===== src/nrid_pkg.sv =====
// shared types and constants for the nibble run-length image decoder
`timescale 1ns / 1ps
`default_nettype none
package nrid_pkg;

    localparam int DEF_CANVAS_WIDTH  = 320;
    localparam int DEF_CANVAS_HEIGHT = 200;

    localparam logic [2:0] PH_OP      = 3'd0;
    localparam logic [2:0] PH_ARG     = 3'd1;
    localparam logic [2:0] PH_LEN4    = 3'd2;
    localparam logic [2:0] PH_LEN2    = 3'd4;
    localparam logic [2:0] PH_LENLAST = 3'd5;
    localparam logic [2:0] PH_LENEND  = 3'd6;
    localparam logic [2:0] PH_LIT     = 3'd7;

    localparam logic [1:0] FS_DECODING = 2'd0;
    localparam logic [1:0] FS_DONE     = 2'd1;
    localparam logic [1:0] FS_ERROR    = 2'd2;

    localparam logic [2:0] ST_OK       = 3'd0;
    localparam logic [2:0] ST_COMPLETE = 3'd1;
    localparam logic [2:0] ST_IGNORED  = 3'd2;
    localparam logic [2:0] ST_EARLY    = 3'd3;
    localparam logic [2:0] ST_OVERRUN  = 3'd4;
    localparam logic [2:0] ST_TRANSP   = 3'd5;

    localparam logic [3:0] OP_SHORT_MAX = 4'h7;
    localparam logic [3:0] OP_FILL_B    = 4'h8;
    localparam logic [3:0] OP_LIT_B     = 4'h9;
    localparam logic [3:0] OP_SKIP      = 4'ha;
    localparam logic [3:0] OP_COPY_B    = 4'hb;
    localparam logic [3:0] OP_FILL_W    = 4'hc;
    localparam logic [3:0] OP_LIT_W     = 4'hd;
    localparam logic [3:0] OP_SKIP_LONG = 4'he;
    localparam logic [3:0] OP_COPY_W    = 4'hf;

    localparam logic [3:0] ARG_SKIP_SHORT_MAX = 4'hc;
    localparam logic [3:0] ARG_SKIP_LONG      = 4'he;
    localparam logic [3:0] ARG_SKIP_WORD      = 4'hf;

    localparam logic [16:0] SKIP_SHORT_BIAS = 17'd17;
    localparam logic [16:0] SKIP_LONG_BIAS  = 17'd257;

    typedef enum logic [1:0] {
        ACT_NEXT = 2'd0,
        ACT_STOP = 2'd1,
        ACT_FILL = 2'd2,
        ACT_COPY = 2'd3
    } nrid_act_t;

    typedef struct packed {
        logic clear;
        logic accept_byte;
        logic accept_read;
        logic nib;
        logic adv;
        logic fill;
        logic copy_rd;
        logic copy_wr;
        logic read_out;
        logic finish;
    } nrid_cmd_t;

    typedef struct packed {
        nrid_act_t act;
        logic      k;
        logic      pos_full;
        logic      pos_first_line;
        logic      run_last;
        logic      clear_done;
        logic      out_busy;
        logic      frame_dec;
    } nrid_sts_t;

endpackage
`default_nettype wire


===== src/nrid_ctrl.sv =====
// sequencing state machine of the decoder
`timescale 1ns / 1ps
`default_nettype none
module nrid_ctrl (
    input  wire logic              clk,
    input  wire logic              rst_n,
    input  wire logic              in_valid,
    input  wire logic              operation,
    output logic                   in_ready,
    input  wire nrid_pkg::nrid_sts_t sts,
    output nrid_pkg::nrid_cmd_t    cmd
);
    import nrid_pkg::*;

    typedef enum logic [7:0] {
        S_CLEAR    = 8'b0000_0001,
        S_IDLE     = 8'b0000_0010,
        S_NIB      = 8'b0000_0100,
        S_FILL     = 8'b0000_1000,
        S_COPY_RD  = 8'b0001_0000,
        S_COPY_WR  = 8'b0010_0000,
        S_READ_OUT = 8'b0100_0000,
        S_FINISH   = 8'b1000_0000
    } state_t;

    state_t state_reg, state_next;

    assign in_ready = (state_reg == S_IDLE);

    always_comb
    begin
        state_next = state_reg;
        cmd        = '0;
        unique case (state_reg)
            S_CLEAR:
            begin
                cmd.clear = 1'b1;
                if (sts.clear_done)
                    state_next = S_IDLE;
            end
            S_IDLE:
            begin
                if (in_valid)
                begin
                    if (operation)
                    begin
                        cmd.accept_read = 1'b1;
                        state_next      = S_READ_OUT;
                    end
                    else
                    begin
                        cmd.accept_byte = 1'b1;
                        state_next      = sts.frame_dec ? S_NIB : S_FINISH;
                    end
                end
            end
            S_NIB:
            begin
                cmd.nib = 1'b1;
                unique case (sts.act)
                    ACT_STOP: state_next = S_FINISH;
                    ACT_FILL: state_next = S_FILL;
                    ACT_COPY: state_next = S_COPY_RD;
                    ACT_NEXT:
                    begin
                        if (sts.k)
                            state_next = S_FINISH;
                        else
                            cmd.adv = 1'b1;
                    end
                    default: state_next = S_FINISH;
                endcase
            end
            S_FILL:
            begin
                cmd.fill = 1'b1;
                if (sts.pos_full)
                    state_next = S_FINISH;
                else if (sts.run_last)
                begin
                    if (sts.k)
                        state_next = S_FINISH;
                    else
                    begin
                        cmd.adv    = 1'b1;
                        state_next = S_NIB;
                    end
                end
            end
            S_COPY_RD:
            begin
                cmd.copy_rd = 1'b1;
                state_next  = (sts.pos_full || sts.pos_first_line) ? S_FINISH : S_COPY_WR;
            end
            S_COPY_WR:
            begin
                cmd.copy_wr = 1'b1;
                state_next  = sts.run_last ? S_FILL : S_COPY_RD;
            end
            S_READ_OUT:
            begin
                if (!sts.out_busy)
                begin
                    cmd.read_out = 1'b1;
                    state_next   = S_IDLE;
                end
            end
            S_FINISH:
            begin
                if (!sts.out_busy)
                begin
                    cmd.finish = 1'b1;
                    state_next = S_IDLE;
                end
            end
            default: state_next = S_CLEAR;
        endcase
    end

    always_ff @(posedge clk or negedge rst_n)
    begin
        if (!rst_n)
            state_reg <= S_CLEAR;
        else
            state_reg <= state_next;
    end

    a_load_free: assert property (@(posedge clk) disable iff (!rst_n)
        (cmd.finish || cmd.read_out) |-> !sts.out_busy)
        else $error("result loaded over a waiting result");

    a_second_nib: assert property (@(posedge clk) disable iff (!rst_n)
        (state_reg == S_NIB && sts.act == ACT_NEXT && !sts.k) |=>
        (state_reg == S_NIB && sts.k))
        else $error("low nibble not taken after high nibble");

endmodule
`default_nettype wire


===== config.mk =====
export PLATFORM = sky130hd
export DESIGN_NAME = nrid_ctrl
export DESIGN_NICKNAME = d
export VERILOG_FILES = /design/src/nrid_pkg.sv /design/src/nrid_ctrl.sv
export SDC_FILE = /design/constraint.sdc
export NUM_CORES = 1
export LEC_CHECK = 0
export BUFFER_PORTS_ARGS = -buffer_cell sky130_fd_sc_hd__buf_2
export CORE_MARGIN = 5
export CORE_UTILIZATION = 46
export CTS_CLUSTER_DIAMETER = 50
export DETAILED_ROUTE_END_ITERATION = 10
export PLACE_DENSITY_LB_ADDON = 0.05
export SYNTH_ARGS = -nofsm -noshare
export SYNTH_HDL_FRONTEND = slang
export SYNTH_SLANG_ARGS = --single-unit

===== constraint.sdc =====
create_clock -name clk -period 2.15 [get_ports clk]
set_input_delay 0.5375 -clock clk [delete_from_list [all_inputs] [get_ports clk]]
set_output_delay 0.5375 -clock clk [all_outputs]
set_load 0.03 [all_outputs]

==> results.md, run 1 <==
* Buf/Inv on CP at 9
* Core area at approximately 1300 µm²
* Area grow syn2layout at 97.99%
* Worst path slowest cell: dfrtp_1
* RSZ-0062 raised after global routing: yes
* Root Buffer: clkbuf_4
* Diodes inserted at 0
* CP Class: reg -> reg
* Drt pass-1 iters at 4
* Number of global-route vias before repair at 863
* Max Slew Vio Count at 0
* Vias per cell at 6.607
* Drt total wl at about 3600 µm
* Vias at about 960
* Die area at 2191 µm²
* Layout Cells excl Fill at 145
* Clock buffer depth at 2
* Number of max-cap violations at 0
* Remaining DRCs at 0
* Async SR Flop Fraction at 1.000
* Placed insts at approximately 120
* Fmax achieved at 0.4070 GHz
* Most common cell after layout, fill and taps aside: buf_4
* First-pass GRT wire length at 3946 µm
* Lkg Pwr at 0.6135 nW
* CP top delay family: simple AND/OR/NAND/NOR gates
* Yosys reg bits at 8
* Tmin final at 2.457 ns
* Total design power at 0.001141 W
* Total global-route track usage at 0.2629
* Critical path launch point type: register
* Post-Syn Area at a little over 600 µm²
* CP max FO at 5
* Die width at 46.81 µm
* Nets at 144
* Seq/Total Area, Yosys at 0.3233
* CP max stage delay at just under 0.5 ns
* CTS tree: done
* Worst Path Required at 2.33 ns
* Endpoints failing hold at 0
* Final setup violation count at 12
* Violated checks: setup timing
* Clock-pin slew on the worst setup and hold paths at 0.07 ns
* DRT iter0 DRCs at 69
* Routability-driven placement congestion ratio at a little under 0.9
* Slew at the pin with the worst max-slew slack at roughly 0.38 ns
* Final core occ at 0.9601
* Gate Count Post-Synth at 71
* Mean Syn Cell Area at 8.776 µm²
* CP Cell Sequence: nor4_4 -> nand4b_1 -> nor2_1 -> buf_4 -> buf_6 -> buf_6 -> buf_6 -> buf_6 -> buf_6 -> buf_6 -> buf_6 -> buf_6 -> a21oi_2 -> o21ai_1
* Sink Count at 8
* Layout cells sized above 1 at 0.6615
* Clock Skew at 0.002294 ns
* Initial antenna violation count at 0
* Total CTS buffers at 3
* Post-synth top flop: dfrtp_1
* CP Capture Type: register
* Max_slew headroom at 0.7481
* Largest net degree at the start of global routing at 9
* CTS hold repair buffers at 0
* # rows at 13
* Post-DR wirelength/cell at 24.92 µm
* Final antenna-violating net count at 0
* Status: finished with violations
* Top-level port count at 24
* Commonest cells after routing, fill and taps aside: buf_4, buf_6, buf_2
* Htree depth at 1
* Maximum vdd drop at 0.0007541 V
* Final worst slack at -0.3073 ns
* Power per cell area at between 900 and 1000 nW/µm²
* EDFF count, synth at 0
* Number of port buffers at 23
* Largest register FFs at 8
* Die Y at 46.81 µm
* Worst path arrival time at 2.64 ns
* Total grt overflow at 0
* Most used cell, CP: buf_6
* Syn_nets at 84
* Period utilization at 1.143
* Clock latency on the worst-skew pair at 0.28 ns
* Starting Density at 0.4849
* Hold Crit Class: in -> async
* Distinct cells, synth at 35
* HPWL Detailed at 1487 µm
* Ys Warns at 0
## routing by layer
layer,vias up,part of all wire,global-route usage
li1,385,-,-
met1,441,0.35,0.3162
met2,98,0.48,0.4417
met3,34,0.10,0.04598
met4,0,0.063,0.1436
met5,-,0,0
## per-stage QoR
step / TNS [ns] / hold WS, ns / setup slack (ns) / area [µm²]
floorplan: -0.1151 / 0.2419 / -0.05757 / 639.4
global placement: -0.07643 / 0.3945 / -0.07643 / 844.6
detailed placement: -0.08073 / 0.3966 / -0.08073 / 844.6
CTS: -0.5928 / 0.1110 / -0.1788 / 1021
global route: -2.293 / 0.08792 / -0.3486 / 1234
finish: -1.487 / 0.09809 / -0.3073 / 1234
## cell type report
cell class                 instances  area, µm²
fill                              29      51.30
multi-input combinational         58      506.7
inverter                           4      17.52
tap                               15      18.77
sequential                         8      205.2
timing repair buffer              56      459.2
clock buffer                       4      26.28
## report_power, final
group | internal, W | switching, W
logic | 0.000375 | 0.000368
registers | 0.000187 | 0.0000661
clock network | 0.0000721 | 0.0000729
total | 0.000634 | 0.000507
## worst register-to-register path: stages (launching register included)
cell and delay (ns):
dfrtp_1 0.49, nor4_4 0.31, nand4b_1 0.27, nor2_1 0.24, buf_4 0.15, buf_6 0.08, buf_6 0.08, buf_6 0.08
buf_6 0.08, buf_6 0.08, buf_6 0.08, buf_6 0.08, buf_6 0.08, a21oi_2 0.05, o21ai_1 0.20
## kinds of logic (layout without fill, tap and decap cells)
| family | Yosys count | after routing | synth area share |
|---|---|---|---|
| buffers and inverters | 5 | 64 | 0.04216 |
| AOI/OAI and AO/OA | 12 | 12 | 0.1245 |
| DFF | 8 | 8 | 0.3233 |
| and+or+nand+nor | 43 | 43 | 0.4579 |
| muxes | 1 | 1 | 0.02409 |
| xor gates and xnor gates | 2 | 2 | 0.02812 |
## Yosys cell counts, types with 2 or more instances
cell | number | area [µm²]
o22ai_1 | 2 | 12.51
o21ai_1 | 2 | 10.01
inv_1 | 3 | 11.26
nand2b_1 | 2 | 12.51
a21oi_1 | 3 | 15.01
and4b_1 | 2 | 20.02
nor3_1 | 4 | 20.02
nor4b_1 | 3 | 26.28
and3_1 | 2 | 12.51
dfrtp_1 | 7 | 175.2
nor2_1 | 5 | 18.77
nand2_1 | 11 | 41.29
nand3_1 | 3 | 15.01
## path summary, 6_finish.rpt
path | start | end | slack (ns) | cells after the start
setup reg to reg | state_reg[2]$_DFFE_PN0P_ | state_reg[2]$_DFFE_PN0P_ | -0.31 | 14
max in group asynchronous | rst_n | state_reg[0]$_DFFE_PN1P_ | 1.81 | 1
min in group clk | sts[2] | state_reg[0]$_DFFE_PN1P_ | 0.45 | 2
setup / recovery | state_reg[2]$_DFFE_PN0P_ | state_reg[2]$_DFFE_PN0P_ | -0.31 | 14
hold / removal | rst_n | state_reg[2]$_DFFE_PN0P_ | 0.1 | 1
hold reg to reg | state_reg[0]$_DFFE_PN1P_ | state_reg[0]$_DFFE_PN1P_ | 0.76 | 2
## repair_timing
| action | CTS | global route |
|---|---|---|
| buffers inserted | 12 | 11 |
| pin swaps | 7 | 8 |
| setup endpoints to repair | 11 | 13 |
| gates resized for setup | 19 | 37 |
| hold endpoints to repair | 0 | 0 |
(Power assumes the default switching activity.)
==> run 2, diff against run 1 <==
--- a/config.mk
+++ b/config.mk
@@ -10,7 +10,7 @@
 export CORE_UTILIZATION = 46
 export CTS_CLUSTER_DIAMETER = 50
 export DETAILED_ROUTE_END_ITERATION = 10
-export PLACE_DENSITY_LB_ADDON = 0.05
+export PLACE_DENSITY_LB_ADDON = 0.25
 export SYNTH_ARGS = -nofsm -noshare
 export SYNTH_HDL_FRONTEND = slang
 export SYNTH_SLANG_ARGS = --single-unit
==> run 2 against run 1 <==
Effect of this change: the run still ends with setup timing left; first-iteration DRC count increased by 23%; non-clock buffer count increased by 7; total power increased by 4.3%; global-route usage increased by 4.2 points; sequential power decreased by 7.9%; utilization increased by 0.97 points; worst setup slack got worse by 0.17 ns; fmax decreased by 6.5%; critical path type is now reg -> out; critical endpoint is now cmd[7]; highest routed layer unchanged.
==> results.md, run 2 (same netlist as run 1, synthesis figures left out) <==
* Status: finished with violations
* Violated checks: setup timing
* Number of max-cap violations at 0
* Lkg Pwr at 0.6415 nW
* Endpoints failing hold at 0
* Number of global-route vias before repair at 924
* Final core occ at 0.9698
* Clock buffer depth at 2
* Drt total wl at ~3800 µm
* Clock latency on the worst-skew pair at slightly below 0.3 ns
* Layout cells sized above 1 at 0.6788
* Total design power at 0.001190 W
* # rows at 13
* Drt pass-1 iters at 4
* CP Capture Type: primary output
* CP Class: reg -> out
* Die Y at 46.81 µm
* Vias per cell at 6.664
* CP max FO at 3
* Seq pwr share at 0.196
* P_sw at ~0.00053 W
* Clock-pin slew on the worst setup and hold paths at 0.08 ns
* Area grow syn2layout at 100.0%
* Htree depth at 1
* Fillers at 23
* Fmax achieved at 0.3804 GHz
* DRT iter0 DRCs at 85
* Tmin final at 2.628 ns
* RSZ-0062 raised after global routing: yes
* Top-level port count at 24
* CTS tree: done
* Starting Density at 0.4849
* Met2 Use GR at 0.5122
* Period utilization at 1.223
* Initial antenna violation count at 0
* Largest net degree at the start of global routing at 9
* Hold Crit Class: in -> async
* HPWL Detailed at 1452 µm
* Max Slew Vio Count at 0
* Post-DR wirelength/cell at 25.23 µm
* Total grt overflow at 0
* Multi-input logic area at 494.2 µm²
* Final antenna-violating net count at 0
* Max_slew headroom at 0.7919
* Nets at 151
* Clock power frac at 0.130
* Routability-driven placement congestion ratio at 0.8407
* Worst Path Required at 1.61 ns
* First-pass GRT wire length at 4526 µm
* Switching part of the total power at 0.4492
* Die width at 46.81 µm
* GR Util met1 at 0.3692
* Core area at 1285 µm²
* Reg area at about 200 µm²
* Placed cell areas at 844.6 µm²
* Largest register FFs at 8
* Worst slack at placement at -0.08186 ns
* Most common cell after layout, fill and taps aside: buf_4
* Slew at the pin with the worst max-slew slack at ~0.31 ns
* TNS Setup at -2.593 ns
* Root Buffer: clkbuf_4
* Critical path launch point type: register
* Combinational share of power at 0.674
* Maximum vdd drop at 0.0006408 V
* Total global-route track usage at 0.3049
* Final setup violation count at 12
* Number of port buffers at 23
* Worst path arrival time at 2.09 ns
* GR peak layer: met2
* Diodes inserted at 0
* Remaining DRCs at 0
* Commonest cells after routing, fill and taps aside: buf_4, buf_2, buf_6
* GR Util met3 at 0.03448
* Clock Skew at 0.004988 ns
* Die area at 2191 µm²
* Final worst slack at -0.4785 ns
* CTS hold repair buffers at 0
* Sink Count at 8
* Vias at 1013
* Internal power at 0.0006554 W
* Final Cell Area at roughly 1200 µm²
* Total CTS buffers at 3
* Power per cell area at 954.8 nW/µm²
[run 2: layer usage]
metal / share of wire / vias to the layer above
li1: - / 401
met1: 0.34 / 457
met5: 0 / -
met3: 0.12 / 41
met2: 0.45 / 114
met4: 0.086 / 0
[run 2: final timing paths]
kind	start	to	slack, ns	cells after the start
worst max-delay path	state_reg[6]$_DFFE_PN0P_	cmd[7]	-0.48	7
worst min-delay path	rst_n	state_reg[6]$_DFFE_PN0P_	0.08	1
worst max register to register	state_reg[6]$_DFFE_PN0P_	state_reg[2]$_DFFE_PN0P_	-0.32	15
worst min register to register	state_reg[0]$_DFFE_PN1P_	state_reg[0]$_DFFE_PN1P_	0.73	2
max in group asynchronous	rst_n	state_reg[0]$_DFFE_PN1P_	1.82	1
min in group clk	sts[2]	state_reg[0]$_DFFE_PN1P_	0.43	2
[run 2: through the flow]
| step | hold WS (ns) | cells |
|---|---|---|
| global placement | 0.3871 | 119 |
| global route | 0.08263 | 152 |
| detailed placement | 0.3893 | 119 |
| finish | 0.08161 | 152 |
| CTS | 0.1007 | 143 |
| floorplan | 0.2419 | 71 |
[run 2: final cells by class]
class	instances	share of cell area
multi-input cells	58	0.3966
repair buffers	63	0.3906
inverters	4	0.01205
clock buffers	4	0.02108
flip-flops and latches	8	0.1647
well taps	15	0.01506
[run 2: repair_timing]
item / 4_1_cts / 5_1_grt
setup buffers: 20 / 10
endpoints found under the setup margin: 9 / 13
resized for setup: 32 / 13
pin swaps: 10 / 9
[run 2: power by group through the flow]
stage,Sequential (W),Clock [W],Combinational (W)
2_1_floorplan,0.000230,0,0.000287
3_3_place_gp,0.000228,0,0.000431
3_5_place_dp,0.000229,0,0.000445
4_1_cts,0.000231,0.000136,0.000619
5_1_grt,0.000235,0.000169,0.000847
6_report,0.000233,0.000155,0.000802
[run 2: critical path: stages (launching register included)]
cell and delay [ns]:
dfrtp_1 0.41, buf_6 0.14, nor4_4 0.30, nand4b_1 0.30
buf_4 0.25, inv_2 0.06, and3_4 0.20, buf_6 0.13
==> run 3, diff against run 2 <==
--- a/config.mk
+++ b/config.mk
@@ -6,11 +6,12 @@
 export NUM_CORES = 1
 export LEC_CHECK = 0
 export BUFFER_PORTS_ARGS = -buffer_cell sky130_fd_sc_hd__buf_2
-export CORE_MARGIN = 5
+export CORE_MARGIN = 2
 export CORE_UTILIZATION = 46
 export CTS_CLUSTER_DIAMETER = 50
 export DETAILED_ROUTE_END_ITERATION = 10
 export PLACE_DENSITY_LB_ADDON = 0.25
+export SLEW_MARGIN = 0
 export SYNTH_ARGS = -nofsm -noshare
 export SYNTH_HDL_FRONTEND = slang
 export SYNTH_SLANG_ARGS = --single-unit
==> run 3 against run 2 <==
Effect of this change: the flow still finishes with violations (setup timing); global-route usage shrank 2.8 points; count of clock-buffer cells in the layout is the same; total power shrank 22%; critical path type unchanged; largest cell class unchanged; largest power group unchanged; highest routed layer unchanged.
==> results.md, run 3 (same netlist as run 1, synthesis figures left out) <==
* RSZ-0062 raised after global routing: yes
* Total design power at 0.0009287 W
* TNS Setup at -0.8655 ns
* Area grow syn2layout at 69.08%
* Worst Path Required at 1.61 ns
* Worst path arrival time at 1.81 ns
* Tmin final at 2.344 ns
* Clock buffer depth at 2
* Starting Density at 0.4849
* Buf/Inv on CP at 1
* P_sw at 0.0003843 W
* Final antenna-violating net count at 0
* Maximum vdd drop at ~0.0007 V
* Max Slew Vio Count at 0
* Most common cell after layout, fill and taps aside: buf_4
* Fmax achieved at 0.4266 GHz
* Die area at 1665 µm²
* Die width at ~41 µm
* CP Cell Sequence: or3b_4 -> or4_4 -> nand2_2 -> buf_6
* Top-level port count at 24
* CP Capture Type: primary output
* Number of port buffers at 23
* Slew at the pin with the worst max-slew slack at between 0.4 and 0.5 ns
* Switching part of the total power at 0.4138
* Hold Crit Class: in -> async
* DRT iter0 DRCs at 29
* Final setup violation count at 7
* Vias per cell at 5.774
* Core area at 1285 µm²
* Remaining DRCs at 0
* CTS tree: done
* Status: finished with violations
* Initial antenna violation count at 0
* Critical path launch point type: register
* Combinational share of power at 0.611
* Clock-pin slew on the worst setup and hold paths at ~0.060 ns
* Post-DR wirelength/cell at around 16 µm
* Clock latency on the worst-skew pair at 0.26 ns
* Total grt overflow at 0
* Power per cell area at about 880 nW/µm²
* Diodes inserted at 0
* Number of global-route vias before repair at 688
* Number of max-cap violations at 0
* Layout cells sized above 1 at 0.5902
* Internal power at 0.0005444 W
* Drt pass-1 iters at 4
* Drt total wl at 2172 µm
* Lkg Pwr at 0.5524 nW
* # rows at 13
* Seq pwr share at 0.250
* Total CTS buffers at 3
* Placed insts at 120
* Max_slew headroom at 0.7295
* Root Buffer: clkbuf_4
* Endpoints failing hold at 0
* Clock power frac at 0.138
* Routability-driven placement congestion ratio at 0.8076
* Fillers at 76
* Final worst slack at -0.1940 ns
* CP top delay family: simple AND/OR/NAND/NOR gates
* Nets at 136
* Layout Cells excl Fill at ~140
* Largest net degree at the start of global routing at 9
* Commonest cells after routing, fill and taps aside: buf_4, buf_2, nand2_1
* Period utilization at 1.090
* Htree depth at 1
* Worst path slowest cell: or4_4
* CP Class: reg -> out
* Total global-route track usage at 0.2770
* Violated checks: setup timing
* Clock Skew at 0.008040 ns
* CP max FO at 5
* Die Y at 40.81 µm
* Largest register FFs at 8
* HPWL Detailed at ~1400 µm
* Vias at between 700 and 800
* First-pass GRT wire length at 2932 µm
* CP max stage delay at 0.50 ns
* Sink Count at 8
## run 3: stage by stage
stage / area [µm²] / setup WS (ns) / util / hold slack, ns
4_1_cts: 998.5 / -0.1968 / 0.7770 / 0.1094
3_3_place_gp: 852.1 / -0.07716 / 0.6631 / 0.3881
2_1_floorplan: 639.4 / -0.05757 / - / 0.2419
3_5_place_dp: 852.1 / -0.08761 / 0.6631 / 0.3883
5_1_grt: 1054 / -0.2318 / 0.8199 / 0.1060
6_report: 1054 / -0.1940 / 0.8199 / 0.1112
## run 3: cell type report
class	count	area (µm²)	share of cell area
sequential	8	203.9	0.1936
inverter	4	15.01	0.01425
timing repair buffer	48	345.3	0.3278
tap	15	18.77	0.01781
multi-input combinational	58	444.2	0.4216
clock buffer	4	26.28	0.02494
## run 3: timing repair
item,4_1_cts,5_1_grt
gates resized for setup,14,11
gates cloned,0,0
pin swaps,6,5
endpoints found under the hold margin,0,0
setup endpoints to repair,10,12
setup buffers,10,3
hold buffers,0,0
## run 3: worst register-to-register path, stage by stage (launching register included)
cell and delay (ns):
dfrtp_1 0.43, nor2_2 0.09, buf_4 0.16, nand4b_1 0.20, nor2_1 0.09, buf_4 0.14, buf_4 0.13, buf_4 0.13
buf_4 0.13, buf_4 0.12, buf_4 0.13, buf_4 0.12, buf_4 0.12, a21oi_2 0.12, o21ai_1 0.06
## run 3: layer usage
| layer | track usage | wire [µm] |
|---|---|---|
| met3 | 0.09239 | 156 |
| met2 | 0.4492 | 1103 |
| met5 | 0 | 0 |
| met4 | 0.1250 | 51 |
| met1 | 0.3257 | 861 |
## run 3: power by group through the flow
stage,combinational (W),sequential (W),clock [W]
global route,0.000601,0.000233,0.000141
detailed placement,0.000447,0.000232,0
floorplan,0.000287,0.000230,0
CTS,0.000522,0.000230,0.000128
global placement,0.000435,0.000231,0
finish,0.000568,0.000232,0.000129
## run 3: worst paths after layout
path                                     startpoint                       end  slack [ns]  cells after the start
max                        state_reg[3]$_DFFE_PN0P_                    cmd[5]       -0.19                      4
min                                           rst_n  state_reg[5]$_DFFE_PN0P_        0.11                      1
max reg2reg                state_reg[4]$_DFFE_PN0P_  state_reg[2]$_DFFE_PN0P_       -0.10                     14
min reg2reg                state_reg[0]$_DFFE_PN1P_  state_reg[0]$_DFFE_PN1P_        0.64                      2
max in group asynchronous                     rst_n  state_reg[0]$_DFFE_PN1P_        1.79                      1
min in group clk                             sts[2]  state_reg[0]$_DFFE_PN1P_        0.45                      2
